<file path="src/hw/rtl/dhp_pkg.sv">
// dhp_pkg: field widths, command and status codes and the packed transfer
// types of the discrete hazard block. Depends on nothing.
`default_nettype none

package dhp_pkg;

  // Fixed field widths of the two channels.
  localparam int CMD_W    = 2;
  localparam int WEIGHT_W = 16;
  localparam int DAY_W    = 8;
  localparam int PROB_W   = 17;
  localparam int LEN_W    = 7;
  localparam int STAT_W   = 2;

  // Default sizing of the top level.
  localparam int MAX_DAYS_DEF    = 64;
  localparam int WEIGHT_BITS_DEF = 16;
  localparam int FRAC_BITS_DEF   = 16;

  // Command codes.
  localparam logic [CMD_W-1:0] CMD_CLEAR  = 2'd0;
  localparam logic [CMD_W-1:0] CMD_APPEND = 2'd1;
  localparam logic [CMD_W-1:0] CMD_QUERY  = 2'd2;

  // Status codes.
  localparam logic [STAT_W-1:0] STAT_OK       = 2'd0;
  localparam logic [STAT_W-1:0] STAT_EMPTY    = 2'd1;
  localparam logic [STAT_W-1:0] STAT_OVERFLOW = 2'd2;

  typedef struct packed {
    logic [CMD_W-1:0]    command;
    logic [WEIGHT_W-1:0] weight;
    logic [DAY_W-1:0]    day_index;
  } in_item_t;

  typedef struct packed {
    logic [PROB_W-1:0] probability;
    logic [PROB_W-1:0] hazard;
    logic [LEN_W-1:0]  length;
    logic [STAT_W-1:0] status;
  } out_item_t;

endpackage

`default_nettype wire

</file>
<file path="src/hw/rtl/discrete_hazard_from_pmf.sv">
// discrete_hazard_from_pmf: weight store with prefix sums and a shared
// restoring divider that answers probability and hazard queries.
// Depends on dhp_pkg.
`default_nettype none

// Channel    Ports                        Handshake
// command    start, busy, in_data         transfer when start high, busy low
// result     out_valid, out_data          one-cycle strobe, never held off
//
// Clear, append and the unused command code never raise busy. A query for a
// day beyond the loaded length strobes its result in the next cycle without
// raising busy. A query for a loaded day holds busy high through the
// registered store read, then FRAC_BITS+1 steps of the shared divider for the
// probability and as many again for the hazard; the result strobes in the
// cycle in which busy falls. Reset (rst_n low, synchronous) empties the store;
// the receiver cannot stall, so a result is shown for exactly one cycle.

module discrete_hazard_from_pmf #(
  parameter int MAX_DAYS    = dhp_pkg::MAX_DAYS_DEF,
  parameter int WEIGHT_BITS = dhp_pkg::WEIGHT_BITS_DEF,
  parameter int FRAC_BITS   = dhp_pkg::FRAC_BITS_DEF
) (
  input  logic                clk,
  input  logic                rst_n,
  input  logic                start,
  output logic                busy,
  input  dhp_pkg::in_item_t   in_data,
  output logic                out_valid,
  output dhp_pkg::out_item_t  out_data
);

  import dhp_pkg::*;

  // Day count holds 0..MAX_DAYS; the total can never exceed
  // MAX_DAYS * (2^WEIGHT_BITS - 1), which fits in TW bits.
  localparam int CW  = $clog2(MAX_DAYS + 1);
  localparam int AW  = $clog2(MAX_DAYS);
  localparam int TW  = WEIGHT_BITS + CW;
  localparam int MW  = WEIGHT_BITS + TW;
  localparam int QW  = FRAC_BITS + 1;
  localparam int STW = $clog2(QW);
  localparam int DXW = (CW > DAY_W) ? CW : DAY_W;
  localparam int WXW = (WEIGHT_BITS > WEIGHT_W) ? WEIGHT_BITS : WEIGHT_W;
  localparam int QXW = (QW > PROB_W) ? QW : PROB_W;
  localparam int LXW = (CW > LEN_W) ? CW : LEN_W;

  localparam logic [QW-1:0] ONE_Q = {1'b1, {FRAC_BITS{1'b0}}};

  typedef enum logic [3:0] {
    ST_IDLE = 4'b0001,
    ST_READ = 4'b0010,
    ST_DIVP = 4'b0100,
    ST_DIVH = 4'b1000
  } state_t;

  state_t           state_r, state_nxt;
  logic [CW-1:0]    count_r, count_nxt;
  logic [TW-1:0]    total_r, total_nxt;
  logic             ovf_r, ovf_nxt;
  logic [AW-1:0]    addr_r, addr_nxt;
  logic [TW-1:0]    rem_r, rem_nxt;
  logic [QW-1:0]    quot_r, quot_nxt;
  logic [STW-1:0]   step_r, step_nxt;
  logic [QW-1:0]    prob_r, prob_nxt;
  out_item_t        out_r, out_nxt;
  logic             out_valid_r, out_valid_nxt;

  // Each store entry packs the day's weight above its prefix sum.
  logic [MW-1:0]    mem [MAX_DAYS];
  logic [MW-1:0]    rd_data_r;

  logic             in_xfer;
  logic             full;
  logic             mem_we;
  logic [WXW-1:0]   w_ext;
  logic [WEIGHT_BITS-1:0] w_in;
  logic [DXW-1:0]   day_ext;
  logic [DXW-1:0]   cnt_dext;
  logic             in_range;
  logic [WEIGHT_BITS-1:0] rd_w;
  logic [TW-1:0]    rd_prefix;
  logic [TW-1:0]    mass_left;
  logic [TW-1:0]    den;
  logic [TW:0]      trial;
  logic [TW:0]      diff;
  logic             ge;
  logic [TW-1:0]    rem_step;
  logic [QW-1:0]    quot_step;
  logic             last_step;
  logic [QW-1:0]    prob_src;
  logic [QW-1:0]    haz_src;
  logic [QXW-1:0]   prob_x;
  logic [QXW-1:0]   haz_x;
  logic [LXW-1:0]   len_x;
  logic [STAT_W-1:0] status_now;

  assign busy      = (state_r != ST_IDLE);
  assign in_xfer   = start && !busy;
  assign out_valid = out_valid_r;
  assign out_data  = out_r;

  // Input decoding: the weight keeps its low WEIGHT_BITS bits.
  assign w_ext    = WXW'(in_data.weight);
  assign w_in     = w_ext[WEIGHT_BITS-1:0];
  assign day_ext  = DXW'(in_data.day_index);
  assign cnt_dext = DXW'(count_r);
  assign in_range = (day_ext < cnt_dext);
  assign full     = (count_r == CW'(MAX_DAYS));
  assign mem_we   = in_xfer && (in_data.command == CMD_APPEND) && !full;

  // Remaining mass from the queried day onward.
  assign rd_w      = rd_data_r[MW-1:TW];
  assign rd_prefix = rd_data_r[TW-1:0];
  assign mass_left = total_r - rd_prefix;

  // Shared restoring divider step. The first step compares the numerator
  // itself and yields the integer bit; every later step shifts the partial
  // remainder. The quotient shifts in one bit per step, so after FRAC_BITS+1
  // steps no stale bit is left.
  assign den       = (state_r == ST_DIVH) ? mass_left : total_r;
  assign trial     = (step_r == '0) ? {1'b0, TW'(rd_w)} : {rem_r, 1'b0};
  assign diff      = trial - {1'b0, den};
  assign ge        = (trial >= {1'b0, den});
  assign rem_step  = ge ? diff[TW-1:0] : trial[TW-1:0];
  assign quot_step = {quot_r[QW-2:0], ge};
  assign last_step = (step_r == STW'(FRAC_BITS));

  // Result selection. A zero remaining mass gives a hazard of 1.0; a day past
  // the loaded length is handled in the idle state with the same constant.
  assign prob_src = (state_r == ST_DIVH) ? prob_r : '0;
  assign haz_src  = ((state_r == ST_DIVH) && (mass_left != '0)) ? quot_step : ONE_Q;
  assign prob_x   = QXW'(prob_src);
  assign haz_x    = QXW'(haz_src);
  assign len_x    = LXW'(count_r);

  // An empty total outranks the overflow report.
  always_comb begin
    if (total_r == '0) begin
      status_now = STAT_EMPTY;
    end else if (ovf_r) begin
      status_now = STAT_OVERFLOW;
    end else begin
      status_now = STAT_OK;
    end
  end

  always_comb begin
    state_nxt     = state_r;
    count_nxt     = count_r;
    total_nxt     = total_r;
    ovf_nxt       = ovf_r;
    addr_nxt      = addr_r;
    rem_nxt       = rem_r;
    quot_nxt      = quot_r;
    step_nxt      = step_r;
    prob_nxt      = prob_r;
    out_nxt       = out_r;
    out_valid_nxt = 1'b0;

    unique case (state_r)
      ST_IDLE: begin
        if (in_xfer) begin
          case (in_data.command)
            CMD_CLEAR: begin
              count_nxt = '0;
              total_nxt = '0;
              ovf_nxt   = 1'b0;
            end
            CMD_APPEND: begin
              if (full) begin
                ovf_nxt = 1'b1;
              end else begin
                total_nxt = total_r + TW'(w_in);
                count_nxt = count_r + CW'(1);
              end
            end
            CMD_QUERY: begin
              if (in_range) begin
                addr_nxt  = day_ext[AW-1:0];
                state_nxt = ST_READ;
              end else begin
                out_nxt.probability = '0;
                out_nxt.hazard      = haz_x[PROB_W-1:0];
                out_nxt.length      = len_x[LEN_W-1:0];
                out_nxt.status      = status_now;
                out_valid_nxt       = 1'b1;
              end
            end
            default: begin
              // The unused code is dropped without a result.
            end
          endcase
        end
      end
      ST_READ: begin
        step_nxt  = '0;
        state_nxt = ST_DIVP;
      end
      ST_DIVP: begin
        rem_nxt  = rem_step;
        quot_nxt = quot_step;
        step_nxt = step_r + STW'(1);
        if (last_step) begin
          prob_nxt  = (total_r == '0) ? '0 : quot_step;
          step_nxt  = '0;
          state_nxt = ST_DIVH;
        end
      end
      ST_DIVH: begin
        rem_nxt  = rem_step;
        quot_nxt = quot_step;
        step_nxt = step_r + STW'(1);
        if (last_step) begin
          out_nxt.probability = prob_x[PROB_W-1:0];
          out_nxt.hazard      = haz_x[PROB_W-1:0];
          out_nxt.length      = len_x[LEN_W-1:0];
          out_nxt.status      = status_now;
          out_valid_nxt       = 1'b1;
          state_nxt           = ST_IDLE;
        end
      end
      default: begin
        state_nxt = ST_IDLE;
      end
    endcase
  end

  always_ff @(posedge clk) begin
    if (!rst_n) begin
      state_r     <= ST_IDLE;
      count_r     <= '0;
      total_r     <= '0;
      ovf_r       <= 1'b0;
      out_valid_r <= 1'b0;
    end else begin
      state_r     <= state_nxt;
      count_r     <= count_nxt;
      total_r     <= total_nxt;
      ovf_r       <= ovf_nxt;
      out_valid_r <= out_valid_nxt;
    end
  end

  always_ff @(posedge clk) begin
    addr_r <= addr_nxt;
    rem_r  <= rem_nxt;
    quot_r <= quot_nxt;
    step_r <= step_nxt;
    prob_r <= prob_nxt;
    out_r  <= out_nxt;
  end

  // Weight and prefix store: one write port, one registered read port.
  always_ff @(posedge clk) begin
    if (mem_we) begin
      mem[count_r[AW-1:0]] <= {w_in, total_r};
    end
    rd_data_r <= mem[addr_r];
  end

  // A result strobe follows either a last hazard step or a query that
  // needed no division.
  a_result_source: assert property (@(posedge clk) disable iff (!rst_n)
    out_valid_r |-> ($past(state_r == ST_DIVH) ||
                     $past(in_xfer && (in_data.command == CMD_QUERY))))
    else $error("result strobe without a query behind it");

  a_count_bound: assert property (@(posedge clk) disable iff (!rst_n)
    count_r <= CW'(MAX_DAYS))
    else $error("day count beyond the store depth");

  a_frozen_while_busy: assert property (@(posedge clk) disable iff (!rst_n)
    busy |=> ($stable(count_r) && $stable(total_r) && $stable(ovf_r)))
    else $error("distribution changed during a query");

  a_rem_below_den: assert property (@(posedge clk) disable iff (!rst_n)
    ((state_r == ST_DIVP || state_r == ST_DIVH) && (step_r != '0) && (den != '0))
      |-> (rem_r < den))
    else $error("divider remainder not below the divisor");

  a_overflow_only_full: assert property (@(posedge clk) disable iff (!rst_n)
    $rose(ovf_r) |-> full)
    else $error("overflow raised with room left in the store");

endmodule

`default_nettype wire
</file>
<file path="config.mk">
export PLATFORM = sky130hd
export DESIGN_NAME = discrete_hazard_from_pmf
export DESIGN_NICKNAME = d
export VERILOG_FILES = /design/src/hw/rtl/dhp_pkg.sv /design/src/hw/rtl/discrete_hazard_from_pmf.sv
export SDC_FILE = /design/constraint.sdc
export NUM_CORES = 2
export LEC_CHECK = 0
export BUFFER_PORTS_ARGS = -buffer_cell sky130_fd_sc_hd__buf_4
export CORE_UTILIZATION = 50
export DETAILED_ROUTE_END_ITERATION = 8
export GPL_TIMING_DRIVEN = 0
export HOLD_SLACK_MARGIN = 0.12
export PLACE_DENSITY_LB_ADDON = 0.25
export SYNTH_ARGS = -nofsm -noshare
export SYNTH_HDL_FRONTEND = slang
export SYNTH_SLANG_ARGS = --single-unit
export TNS_END_PERCENT = 100
</file>
<file path="constraint.sdc">
create_clock -name clk -period 7.7 [get_ports clk]
set_input_delay 1.925 -clock clk [delete_from_list [all_inputs] [get_ports clk]]
set_output_delay 1.925 -clock clk [all_outputs]
set_load 0.01 [all_outputs]
</file>
==> run metrics <==
Req. time, crit path 8370 ps; Floorplan Core Area 208000 um^2; CTS Buffer Depth 4; CTS resizes 0; Via density about 6.3; Pleak approximately 38 nW; I/O pin cnt 74; nets between 5000 and 6000; Synth Instances around 4700; Synth Flop Type edfxtp_1; critical path's top delay family compound AO/OA/AOI/OAI gates; Post-synth EDFFs roughly 2600; CTS tree built; Post-CTS Repair Setup Buffers 0; Fin Clk Skew approximately 45 ps; Setup WS pre-CTS slightly below 1000 ps; DRC viols 0; # H-tree levels 5; FMAX between 0.1 and 0.15 GHz; vias in the first global route between 50000 and 60000; 1st-iter DRT viols approximately 6900; crit path DAT between 7000 and 8000 ps; synthesized cell area about 100000 um^2; antenna-violating nets left 0; first-pass GRT wire length approximately 400000 um; initial antenna violation count 19; CTS clk-pin slew, worst paths 60 ps; Initial Util between 50% and 60%; Wirelength per Cell around 35 um; Worst-Margin Slew approximately 1500 ps; Initial DRT Pass Iterations 6; Worst Setup End Kind flop; fin. max-slew vios 0; All-Layer GR Usage a little over a quarter; Post-synth ARST share 0%; Clk Latency, worst-skew pair ~960 ps; total grt overflow 0; WP buf/inv 2; synthesized flop and latch total around 2700; share of cells above drive strength 1 28.8%; Final Setup Violations 0; Buffers on Ports 72; type of the worst setup path flop to flop; Clock Tree Root clkbuf_16; maxcap violations 0; chip width about 460 um; placed cell area ~110000 um^2; Fin. Hold Viols 0; post-layout worst setup margin between 800 and 900 ps; P&R area growth vs syn 15.1%; Peak VDD IR about 240 uV; Cell Pwr Density ~240 nW/um^2; routed wire length 285000 um; Syn. warnings 0; Filler cells 14891; CP max-delay cell dfxtp_2; TritonCTS Buffers 287; final period utilization about nine tenths; HP Class flop to flop; clk sinks around 2700; setup TNS 0 ps; synth unique cells between 70 and 80; CP Launch Type flop; HPWL Detailed 187000 um; most frequent CP cell nand2_1; Cell Rows between 150 and 200; sequential element share of the synthesized area 76.0%; chip height ~460 um; Crit Path Max Fanout 37; largest net degree at the start of global routing roughly 70; RSZ-0062 raised after global routing no; Rel. slew slack under 10%; Crit path largest cell delay approximately 910 ps; Final Cell Area roughly 120000 um^2; via count approximately 52000; die area ~210000 um^2; mean post-synth cell area ~23 um^2; status finished, final reports clean; CP cell instances buf_12, ha_1, nand2_1, nor2_1, o311ai_0, nand2_1, a41oi_1, nand2_1, mux2i_1, ha_1, and4_1, nand3_1, o211ai_1, a32oi_1, o21ai_0, a21oi_1, o21ai_1, buf_2, mux2_2; cts hold-fix bufs 0; Period minus WS final approximately 6800 ps; final RePlAce weighted congestion ~0.9; Synth Net Count approximately 4800
==> synth_stat cells (5+ instances only) <==
cell type,instances,area (um^2)
nor2b_1,32,200
mux2i_1,20,200
or2_2,5,31.3
nand3_1,37,185
nand4_1,9,56.3
buf_2,10,50.1
o21bai_1,7,52.6
and4_1,7,61.3
a31oi_1,5,31.3
o21ai_0,41,205
nor4_1,13,81.3
clkbuf_1,159,597
nand2_1,123,462
ha_1,71,888
and2_1,31,194
o31ai_1,5,37.5
nor3_1,26,130
xnor2_1,28,245
o21a_1,5,37.5
nand2b_1,8,50.1
or3_1,7,43.8
a21oi_1,73,365
and3_1,15,93.8
a22oi_1,9,67.6
a21boi_0,8,60.1
dfxtp_1,75,1500
edfxtp_1,2606,78300
buf_1,52,195
a211oi_1,10,75.1
mux4_2,812,18300
mux2_2,28,315
xor2_1,27,236
inv_1,52,195
a21o_1,23,173
nor2_1,156,586
==> cells by family after synthesis <==
group / after synthesis / synth area share, %
and+or+nand+nor: 485 / 2.21
DFF: 2681 / 76.0
buffers and inverters: 277 / 1.02
xor gates and xnor gates: 55 / 0.459
muxes: 860 / 17.9
AOI/OAI and AO/OA: 227 / 1.44
adders and majority gates: 74 / 0.904
==> layer usage <==
metal  up-vias  routed length, um  track usage [%]
met3       551              31000             7.20
met4        14              11900             10.3
met1     27526             107000             37.3
met5         -                 92                0
met2      2773             134000             42.6
li1      20723                  -                -
==> cell type report <==
type	instances	area, um^2	share of cell area [%]
Sequential cell	2681	79800	66.1
Tap cell	2788	3490	2.89
Antenna cell	11	27.5	0.0228
Timing Repair Buffer	200	3240	2.68
Buffer	224	882	0.731
Inverter	53	199	0.165
Clock inverter	129	853	0.707
Multi-Input combinational cell	1701	24600	20.3
Clock buffer	355	7660	6.34
==> power by group <==
group	internal, W	switching [W]	total, W	leakage, nW
registers	0.0159	0.0000621	0.0160	24.5
logic	0.000167	0.000352	0.000519	9.70
clock network	0.00732	0.00547	0.0128	4.18
total	0.0234	0.00589	0.0293	38.4
==> final timing paths <==
check | start | cells after the start | to | slack, ps
worst max-delay path | total_r[5] | 19 | rem_r[19] | 890
worst min-delay path | count_r[2] | 0 | out_data[4] | 460
worst max register to register | total_r[5] | 19 | rem_r[19] | 890
worst min register to register | count_r[2] | 0 | out_data[4] | 460
==> layout by cell type (no fill, tap or decap), drive strengths merged, types with 31 or more instances in the layout <==
cell type	netlist	final
clkinv	0	107
nand2	123	123
ha	71	71
nor2b	32	32
a21oi	74	74
clkbuf	159	515
edfxtp	2606	2606
dfxtp	75	75
o21ai	42	42
nand3	37	37
inv	53	58
buf	65	264
nor2	156	156
mux4	812	812
and2	31	31
==> per-stage QoR <==
stage | power (W) | utilization, % | hold WS, ps | std cells
floorplan | 0.0165 | - | 406 | 4659
global route | 0.0300 | 58.1 | 489 | 8133
finish | 0.0293 | 58.1 | 465 | 8142
CTS | 0.0294 | 58.1 | 471 | 8129
global placement | 0.0168 | 52.4 | 453 | 7519
detailed placement | 0.0168 | 54.0 | 456 | 7645
==> flip-flops by register name, summed over array words and instances (netlist names) <==
name,flops
step_r,5
mem,2496
prob_r,17
ovf_r,1
out_valid,1
total_r,23
rem_r,23
out_data,43
rd_data_r,39
addr_r,6
count_r,7
state_r,4
quot_r,16
No activity file was read; power rests on OpenSTA's default activity.
